## config.mk

```make
export PLATFORM = sky130hd
export DESIGN_NAME = glb_divider
export DESIGN_NICKNAME = d
export VERILOG_FILES = /design/src/design/glb_pkg.sv /design/src/design/glb_divider.sv
export SDC_FILE = /design/constraint.sdc
export NUM_CORES = 1
export LEC_CHECK = 0
export ABC_AREA = 1
export BUFFER_PORTS_ARGS = -buffer_cell sky130_fd_sc_hd__buf_2
export CAP_MARGIN = 10
export CORE_MARGIN = 8
export CORE_UTILIZATION = 40
export CTS_BUF_LIST = sky130_fd_sc_hd__clkbuf_4 sky130_fd_sc_hd__clkbuf_8
export DETAILED_ROUTE_END_ITERATION = 7
export SLEW_MARGIN = 25
export SYNTH_ARGS = -nofsm -noshare
export SYNTH_HDL_FRONTEND = slang
export SYNTH_SLANG_ARGS = --single-unit
```

## constraint.sdc

```tcl
create_clock -name clk -period 3.7 [get_ports clk]
set_input_delay 0.555 -clock clk [delete_from_list [all_inputs] [get_ports clk]]
set_output_delay 0.555 -clock clk [all_outputs]
set_load 0.05 [all_outputs]
```

## src/design/glb_pkg.sv

```systemverilog
// Package for the gray Laplacian binariser: sizes, register indexes,
// grey weights and the transaction and divider structs.
// No dependencies; every other file imports it.
`timescale 1ns / 1ps

package glb_pkg;

  // Geometry limits and derived widths
  localparam int MAX_WIDTH  = 1024;
  localparam int MAX_HEIGHT = 1024;
  localparam int COL_W      = $clog2(MAX_WIDTH);
  localparam int DIM_W      = 11;
  localparam int EMIT_W     = $clog2(MAX_WIDTH * MAX_HEIGHT);
  localparam int NTOT_W     = EMIT_W + 1;
  localparam int DARK_W     = 21;
  localparam int DIVD_W     = DARK_W + 7;
  localparam int DIVS_W     = NTOT_W;
  localparam int DCNT_W     = $clog2(DIVD_W);
  localparam int SUM_W      = 20;
  localparam int CFG_IDX_W  = 3;
  localparam int CFG_DATA_W = 63;

  // Register indexes
  localparam logic [CFG_IDX_W-1:0] REG_IMAGE_WIDTH     = 3'd0;
  localparam logic [CFG_IDX_W-1:0] REG_IMAGE_HEIGHT    = 3'd1;
  localparam logic [CFG_IDX_W-1:0] REG_BIN_THRESHOLD   = 3'd2;
  localparam logic [CFG_IDX_W-1:0] REG_CLASS_THRESHOLD = 3'd3;
  localparam logic [CFG_IDX_W-1:0] REG_KERNEL_WEIGHTS  = 3'd4;

  // Register reset values
  localparam logic [DIM_W-1:0] WIDTH_RESET  = 11'd640;
  localparam logic [DIM_W-1:0] HEIGHT_RESET = 11'd480;
  localparam logic [DIM_W-1:0] DIM_MIN      = 11'd3;

  // Grey weights in unsigned Q0.16
  localparam logic [15:0] GRAY_W_RED   = 16'd19661;
  localparam logic [15:0] GRAY_W_GREEN = 16'd38666;
  localparam logic [15:0] GRAY_W_BLUE  = 16'd7209;

  localparam logic [7:0] PIX_WHITE   = 8'd255;
  localparam logic [6:0] PERCENT_MAX = 7'd100;
  localparam logic [DARK_W-1:0] DARK_SAT = {DARK_W{1'b1}};

  localparam logic KIND_PIXEL = 1'b0;
  localparam logic KIND_DRAIN = 1'b1;

  typedef struct packed {
    logic       kind;
    logic [7:0] red;
    logic [7:0] green;
    logic [7:0] blue;
  } glb_in_t;

  typedef struct packed {
    logic [7:0] out_pixel;
    logic       last_of_frame;
    logic [6:0] dark_percent;
    logic       nearly_black;
  } glb_out_t;

  typedef struct packed {
    logic              start;
    logic [DIVD_W-1:0] dividend;
    logic [DIVS_W-1:0] divisor;
  } glb_div_req_t;

  typedef struct packed {
    logic              done;
    logic [DIVD_W-1:0] quotient;
    logic [DIVS_W-1:0] remainder;
  } glb_div_rsp_t;

endpackage

```

## src/design/glb_divider.sv

```systemverilog
// Restoring radix-2 divider, one quotient bit per cycle, shared for the
// output position and the dark percentage. Uses glb_pkg.
`timescale 1ns / 1ps

module glb_divider
  import glb_pkg::*;
(
  input  logic         clk,
  input  logic         rst,
  input  glb_div_req_t req,
  output glb_div_rsp_t rsp
);

  logic              busy;
  logic [DCNT_W-1:0] count;
  logic [DIVD_W-1:0] quo;
  logic [DIVS_W-1:0] rem;
  logic [DIVS_W-1:0] divisor;
  logic              done;
  logic [DIVS_W:0]   trial;
  logic              fits;

  // Shift in the next dividend bit and test against the divisor
  assign trial = {rem, quo[DIVD_W-1]};
  assign fits  = trial >= {1'b0, divisor};

  always_ff @(posedge clk) begin
    if (rst) begin
      busy <= 1'b0;
      done <= 1'b0;
    end else begin
      done <= busy && !req.start && count == '0;
      if (req.start) begin
        busy <= 1'b1;
      end else if (busy && count == '0) begin
        busy <= 1'b0;
      end
    end
  end

  // Datapath
  always_ff @(posedge clk) begin
    if (req.start) begin
      quo     <= req.dividend;
      rem     <= '0;
      divisor <= req.divisor;
      count   <= DCNT_W'(DIVD_W - 1);
    end else if (busy) begin
      quo   <= {quo[DIVD_W-2:0], fits};
      rem   <= fits ? DIVS_W'(trial - {1'b0, divisor}) : trial[DIVS_W-1:0];
      count <= count - 1'b1;
    end
  end

  assign rsp.done      = done;
  assign rsp.quotient  = quo;
  assign rsp.remainder = rem;

endmodule

```

# Word level (Yosys, flattened, before mapping)
# Cells that the tools add are included.
[word_totals]
ff_bits = 77
out_inout_bits = 50
elab_cells = 21
[classes]
addsub = 2
magnitude_cmp = 1
muxes = 5
n_reduce_logical = 7
[op_table]
columns = ["op", "n"]
rows = [
  ["28-bit 2-to-1 mux", 2],
  ["22-bit by 21-bit >= comparator with 1-bit output", 1],
  ["21-bit 2-to-1 mux", 1],
  ["21-bit subtractor", 1],
  ["5-bit zero test", 1],
  ["5-bit by 1-bit subtractor with 5-bit output (second input constant)", 1],
  ["2-bit nonzero test", 2],
  ["1-bit logical AND", 3],
  ["1-bit 2-to-1 mux", 2],
  ["1-bit zero test", 1],
]

# Longest topological paths before layout
# Gate-level depths: netlist of the first run.
[logic_depth]
word_depth = 4
ltp_mapped = 15
depth_no_buf = 14

# Worst setup path before layout of the first run
# No wires, ideal clock.
[synth_timing]
kind = "reg-to-reg"
startpoint = "reg quo[27]"
endpoint = "reg rem[19]"
setup_time_ps = 114
arrival_ps = 2162
t_required_ps = 3586
setup_slack_ps = 1424
path_stages_with_launch = 16
path_buffers = 1
period_less_slack_ps = 2276
path_cell_list = "edfxtp_1 -> inv_1 -> ha_1 -> inv_1 -> fa_1 -> nand2_1 -> nand3_2 -> nand2_1 -> nand2_2 -> nand2_4 -> buf_6 -> nand3_1 -> nand2_1 -> clkinv_1 -> nand2_1 -> nand2_1"
[synth_via]
elab_chain_cells = 2
elab_cells_between_ends = 3
classes_between = "add/sub: 1; order compare: 1; mux: 1"
[synth_lines]
columns = ["item", "line_no", "rtl"]
rows = [
  ["start, declared", "glb_divider.sv:16", "logic [DIVD_W-1:0] quo;"],
  ["start signal, assigned", "glb_divider.sv:44", "quo <= req.dividend;"],
  ["start signal, assigned", "glb_divider.sv:49", "quo <= {quo[DIVD_W-2:0], fits};"],
  ["21-bit subtractor or 22-bit by 21-bit >= comparator with 1-bit output (tied branches)", "glb_divider.sv:50, glb_divider.sv:25", ""],
  ["21-bit 2-to-1 mux *", "glb_divider.sv:50", "rem <= fits ? DIVS_W'(trial - {1'b0, divisor}) : trial[DIVS_W-1:0];"],
  ["end signal, assigned", "glb_divider.sv:50", ""],
  ["end, declared", "glb_divider.sv:17", "logic [DIVS_W-1:0] rem;"],
]
# Every way passes the cells marked *; elsewhere a longest branch is shown, timed or not.
# A chain may end at the register's enable or synchronous reset.

# Worst setup path in the final report of the first run
[layout_timing]
startpoint = "reg quo[27]"
endpoint = "reg rem[14]"
# The elaborated chain is that of the path after synthesis.

==> flow_summary.json, run 1 <==
{
  "maxSlewViolCount": 0,
  "cp-startpoint": "quo[27]",
  "setup_ws_ns": 1.28,
  "clock_skew_ns": 0.0143,
  "leakage_uw": 0.00300,
  "routed_wl_mm": 12.2,
  "cts_made_buffers": 9,
  "grt_max_degree": 34,
  "power.density_mw_per_mm2": 370,
  "cts_tree": "done",
  "clockRootBuffer": "clkbuf_8",
  "finalNonFillerCells": 879,
  "clock_path_buffers": 2,
  "grt-ovfl-total": 0,
  "grt_pass1_wl_mm": 20.2,
  "cts_hold_buf": 0,
  "slew_headroom_pct": 33.2,
  "tightest_slew_ns": 1.00,
  "start_util_pct": 41.3,
  "first_iter_violations": 231,
  "hp-start": "req[7]",
  "die_area_mm2": 0.0156,
  "post_cts_buffers": 0,
  "antenna_cells": 0,
  "viasPerCell": 4.76,
  "ys_ff_latch": 77,
  "min_period_over_period_pct": 65.3,
  "cts-resized-gates": 0,
  "maxCapViolations": 0,
  "synth_warnings": 0,
  "dp_hpwl_mm": 9.09,
  "async_flop_share_pct": 0,
  "path_clk_slew_ns": 0.09,
  "vias": 4182,
  "layout-drive-gt1-share_pct": 20.4,
  "firstDrtPassIters": 4,
  "first_global_vias": 4158,
  "antenna_left": 0,
  "ys_types": 36,
  "endpoint_kind": "flip-flop",
  "rsz0062_at_grt": "no",
  "path_class": "reg2reg",
  "dp_slack_ns": 1.27,
  "syn_inst": 633,
  "portBuffers": 101,
  "setup_viol": 0,
  "synth_edf_count": 49,
  "gp_congestion": 0.894,
  "syn_nets": 708,
  "dp_cells": 863,
  "max-vdd-ir-drop_v": 0.000292,
  "drc_errors": 0,
  "wl_per_cell_um": 13.9,
  "placeableCoreArea_mm2": 0.0115,
  "ios": 102,
  "row_count": 39,
  "synth_area_per_cell_um2": 7.48,
  "layout_common_cells": "nand2_1, buf_2, inv_1, edfxtp_1, nand3_1",
  "timing.rr.start": "quo[27]",
  "fmax_mhz": 414,
  "track_usage_pct": 15.8,
  "yosysSeqAreaShare_pct": 42.9,
  "htreeDepth": 3,
  "synthFlopType": "edfxtp_1",
  "whs_ns": 0.344,
  "period_needed_ns": 2.42,
  "fp.dieW_um": 125,
  "antenna_found_initial": 0,
  "min_path_type": "in2reg",
  "nets": 806,
  "start_kind": "flip-flop",
  "mostFrequentLayoutCell": "nand2_1",
  "syn_area_mm2": 0.00474,
  "cts.sinks": 77,
  "cp_max_fo": 24,
  "die_h_um": 125,
  "clock_latency_ns": 0.38,
  "area_growth_pct": 16.9,
  "rrSetupSlack_ns": 1.28,
  "worstPathArrival_ns": 2.73,
  "tns_ns": 0,
  "cp.required_ns": 4.02,
  "status": "complete, no violations",
  "finalHoldViolations": 0
}
## power by group
part / switching (uW) / internal (uW)
clock: 347 / 327
combinational: 273 / 102
sequential: 24.6 / 977
## through the flow
step                      cell area (um^2)  power [uW]  util, %
after detailed placement              5330        1400     46.5
after floorplan                       4740        1290        -
after CTS                             5540        2080     48.3
after global routing                  5540        2150     48.3
final                                 5540        2050     48.3
after global placement                5330        1390     46.5
## final cells by class
type | instances | area [um^2]
timing repair buffer | 104 | 528
tap | 143 | 179
inverter | 103 | 387
clock buffer | 10 | 131
clock inverter | 6 | 72.6
sequential | 77 | 2030
fill | 1138 | 5930
multi-input combinational | 436 | 2210
## critical path, cell delays in order (launching register included)
cell	delay, ns
edfxtp_1	0.39
inv_1	0.09
ha_1	0.14
inv_1	0.07
fa_1	0.44
nand2_1	0.11
nand3_2	0.08
nand2_1	0.11
nand2_2	0.08
nand2_4	0.26
nand2_4	0.26
nand3_2	0.16
nand3_1	0.07
nand2_1	0.10
## state kept, by name (all words and copies together) (netlist names)
| name | flops |
|---|---|
| done | 1 |
| quo | 28 |
| busy | 1 |
| divisor | 21 |
| count | 5 |
| rem | 21 |
## synthesized netlist by cell type (all sizes together) (8+ instances only)
library cell	instances	share of area, %
o21ai	9	0.95
clkbuf	9	0.71
nand3b	13	2.1
buf	8	1.7
inv	102	8.1
edfxtp	49	31
ha	22	5.8
a21oi	16	1.8
xnor2	8	1.5
nand2	256	21
dfxtp	28	12
nor2	34	3.1
nand3	59	7.4
## cells by family after synthesis
group	count (synthesis)	synth area share, %
AOI/OAI and AO/OA	30	3.57
xor gates and xnor gates	9	1.66
adders and majority gates	23	6.24
buffers and inverters	120	10.6
DFF	77	42.9
and+or+nand+nor	374	35.1
## metal layers
metal	track usage (%)	up-vias	routed length, um
met4	4.55	0	155
met2	25.4	111	5540
met1	19.1	1878	5650
met3	6.26	12	869
li1	-	2181	-
met5	0	-	0
## final timing paths
path / to / cells past startpoint
worst max-delay path: rem[14] / 13
worst min-delay path: divisor[7] / 1
worst max register to register: rem[14] / 13
worst min register to register: rem[20] / 2
Power figures use the tool's default switching activity.
==> inputs of run 2 (changes only) <==
- clock period: 3.7 -> 2.4 ns (I/O delays scaled with it)
==> run 2 against run 1 <==
  * Hold slack got worse by 0.19 ns
  * Global-route usage about the same
  * Total power grew 59%
  * Critical path depth is the same
  * Via count rose by 0.57%
==> flow_summary.json, run 2 (synthesis results as in run 1) <==
{
  "status": "complete, no violations",
  "worstPathArrival_ns": 2.38,
  "tightest_slew_ns": 0.435,
  "endpoint_kind": "flip-flop",
  "tns_ns": 0,
  "area_growth_pct": 19.8,
  "antenna_left": 0,
  "grt_max_degree": 34,
  "maxCapViolations": 0,
  "period_needed_ns": 2.14,
  "antenna_cells": 0,
  "largest_register": "quo",
  "finalNonFillerCells": 889,
  "wl_per_cell_um": 13.7,
  "path_class": "reg2reg",
  "portBuffers": 101,
  "rrSetupSlack_ns": 0.26,
  "power.density_mw_per_mm2": 574,
  "track_usage_pct": 15.8,
  "cts.sinks": 77,
  "row_count": 39,
  "start_kind": "flip-flop",
  "die_h_um": 125,
  "slew_headroom_pct": 71.0,
  "largest_reg_flops": 28,
  "fmax_mhz": 468,
  "path_clk_slew_ns": 0.09,
  "ios": 102,
  "cp.required_ns": 2.65,
  "cpPeakStageDelay_ns": 0.40,
  "dp_cells": 869,
  "rsz0062_at_grt": "no",
  "gp_congestion": 0.910,
  "seqCellArea_mm2": 0.00203,
  "layout-drive-gt1-share_pct": 21.4,
  "leakage_uw": 0.00304,
  "nets": 816,
  "vias": 4206,
  "htreeDepth": 3,
  "reg2reg_depth": 13,
  "dp_hpwl_mm": 9.35,
  "reg_top3": "quo: 28 flops, divisor: 21 flops, rem: 21 flops",
  "cp_max_fo": 15,
  "cts_made_buffers": 9,
  "grt-ovfl-total": 0,
  "antenna_found_initial": 0,
  "path_cells": "inv_1, ha_1, inv_1, fa_2, nand2_1, nand3_2, nand2_1, nand2_2, nand2_8, buf_12, nand3_1, nand3_1, o21ai_1",
  "fillers": 1134,
  "reg2reg_to": "rem[3]",
  "clock_path_buffers": 2,
  "cts_tree": "done",
  "mostFrequentLayoutCell": "nand2_1",
  "first_global_vias": 4159,
  "maxSlewViolCount": 0,
  "die_area_mm2": 0.0156,
  "multi_input_area_mm2": 0.00222,
  "clock_skew_ns": 0.0139,
  "first_iter_violations": 297,
  "clock_latency_ns": 0.37,
  "placeableCoreArea_mm2": 0.0115,
  "timing.rr.start": "quo[27]",
  "cp-startpoint": "quo[27]",
  "layout_common_cells": "nand2_1, buf_2, inv_1, edfxtp_1, nand3_1",
  "routed_wl_mm": 12.2,
  "start_util_pct": 41.3,
  "max-vdd-ir-drop_v": 0.000425,
  "clockRootBuffer": "clkbuf_8",
  "grt_pass1_wl_mm": 20.3,
  "critPathSlowestCell": "edfxtp_1",
  "endpoint": "rem[3]",
  "finalHoldViolations": 0,
  "drc_errors": 0,
  "viasPerCell": 4.73,
  "min_period_over_period_pct": 89.0,
  "min_path_type": "in2reg",
  "setup_viol": 0,
  "firstDrtPassIters": 4,
  "cts_hold_buf": 0,
  "fp.dieW_um": 125
}
run 2: cell count changes in the layout (fill, tap and decap cells not counted), moves of 2 or more:
cell     before  now
buf_4         3   11
nand2_8       0    2
nand2_4       2    0
buf_12        0    2
run 2: worst max-delay path: cells and delay by family (launching register included):
| kind | cells | cell delay (ns) |
|---|---|---|
| fa+ha+maj | 2 | 0.53 |
| compound gates | 1 | 0.06 |
| buf+inv | 3 | 0.31 |
| simple gates | 7 | 0.69 |
| flops | 1 | 0.40 |
run 2: where the power goes:
| group | leakage, uW | internal [uW] | total, uW | switching (uW) |
|---|---|---|---|---|
| registers | 0.000719 | 1510 | 1550 | 39.0 |
| logic | 0.00221 | 161 | 580 | 419 |
| clock network | 0.000111 | 606 | 1130 | 524 |
run 2: how the worst min path moves through the flow:
| stage | from | end | slack [ns] | cells past startpoint |
|---|---|---|---|---|
| after CTS | rst | done | 0.13 | 2 |
| after global placement | count[4] | count[4] | 0.46 | 2 |
| after floorplan | rst | done | 0.44 | 1 |
| after global routing | rst | done | 0.13 | 2 |
| final | rst | done | 0.15 | 2 |
| after detailed placement | rem[20] | rem[20] | 0.47 | 2 |
run 2: final cells by class:
type                    count  area share (%)
repair buffers            114            11.1
well taps                 143            3.15
flip-flops and latches     77            35.8
clock buffers              10            2.32
inverters                 103            6.81
multi-input cells         436            39.2
clock inverters             6            1.65
run 2: per-layer routing:
layer	GRT usage, %	up-vias	part of all wire, %
met3	6.09	15	7.0
met1	19.1	1876	46
met2	25.2	106	45
li1	-	2209	-
met4	5.60	0	1.6
met5	0	-	0
run 2: through the flow:
stage | util [%] | hold WS [ns] | total power, uW | setup WS, ns | area [um^2]
2_1_floorplan | - | 0.437 | 1980 | 0.124 | 4740
3_3_place_gp | 47.0 | 0.455 | 2150 | 0.258 | 5390
3_5_place_dp | 47.0 | 0.474 | 2160 | 0.148 | 5390
4_1_cts | 48.9 | 0.130 | 3300 | 0.129 | 5610
5_1_grt | 49.5 | 0.132 | 3410 | 0.0678 | 5670
6_report | 49.5 | 0.152 | 3260 | 0.264 | 5670
run 2: what timing repair did:
item	CTS	global route
buffers inserted	0	4
gates resized for setup	0	3
setup endpoints to repair	0	19
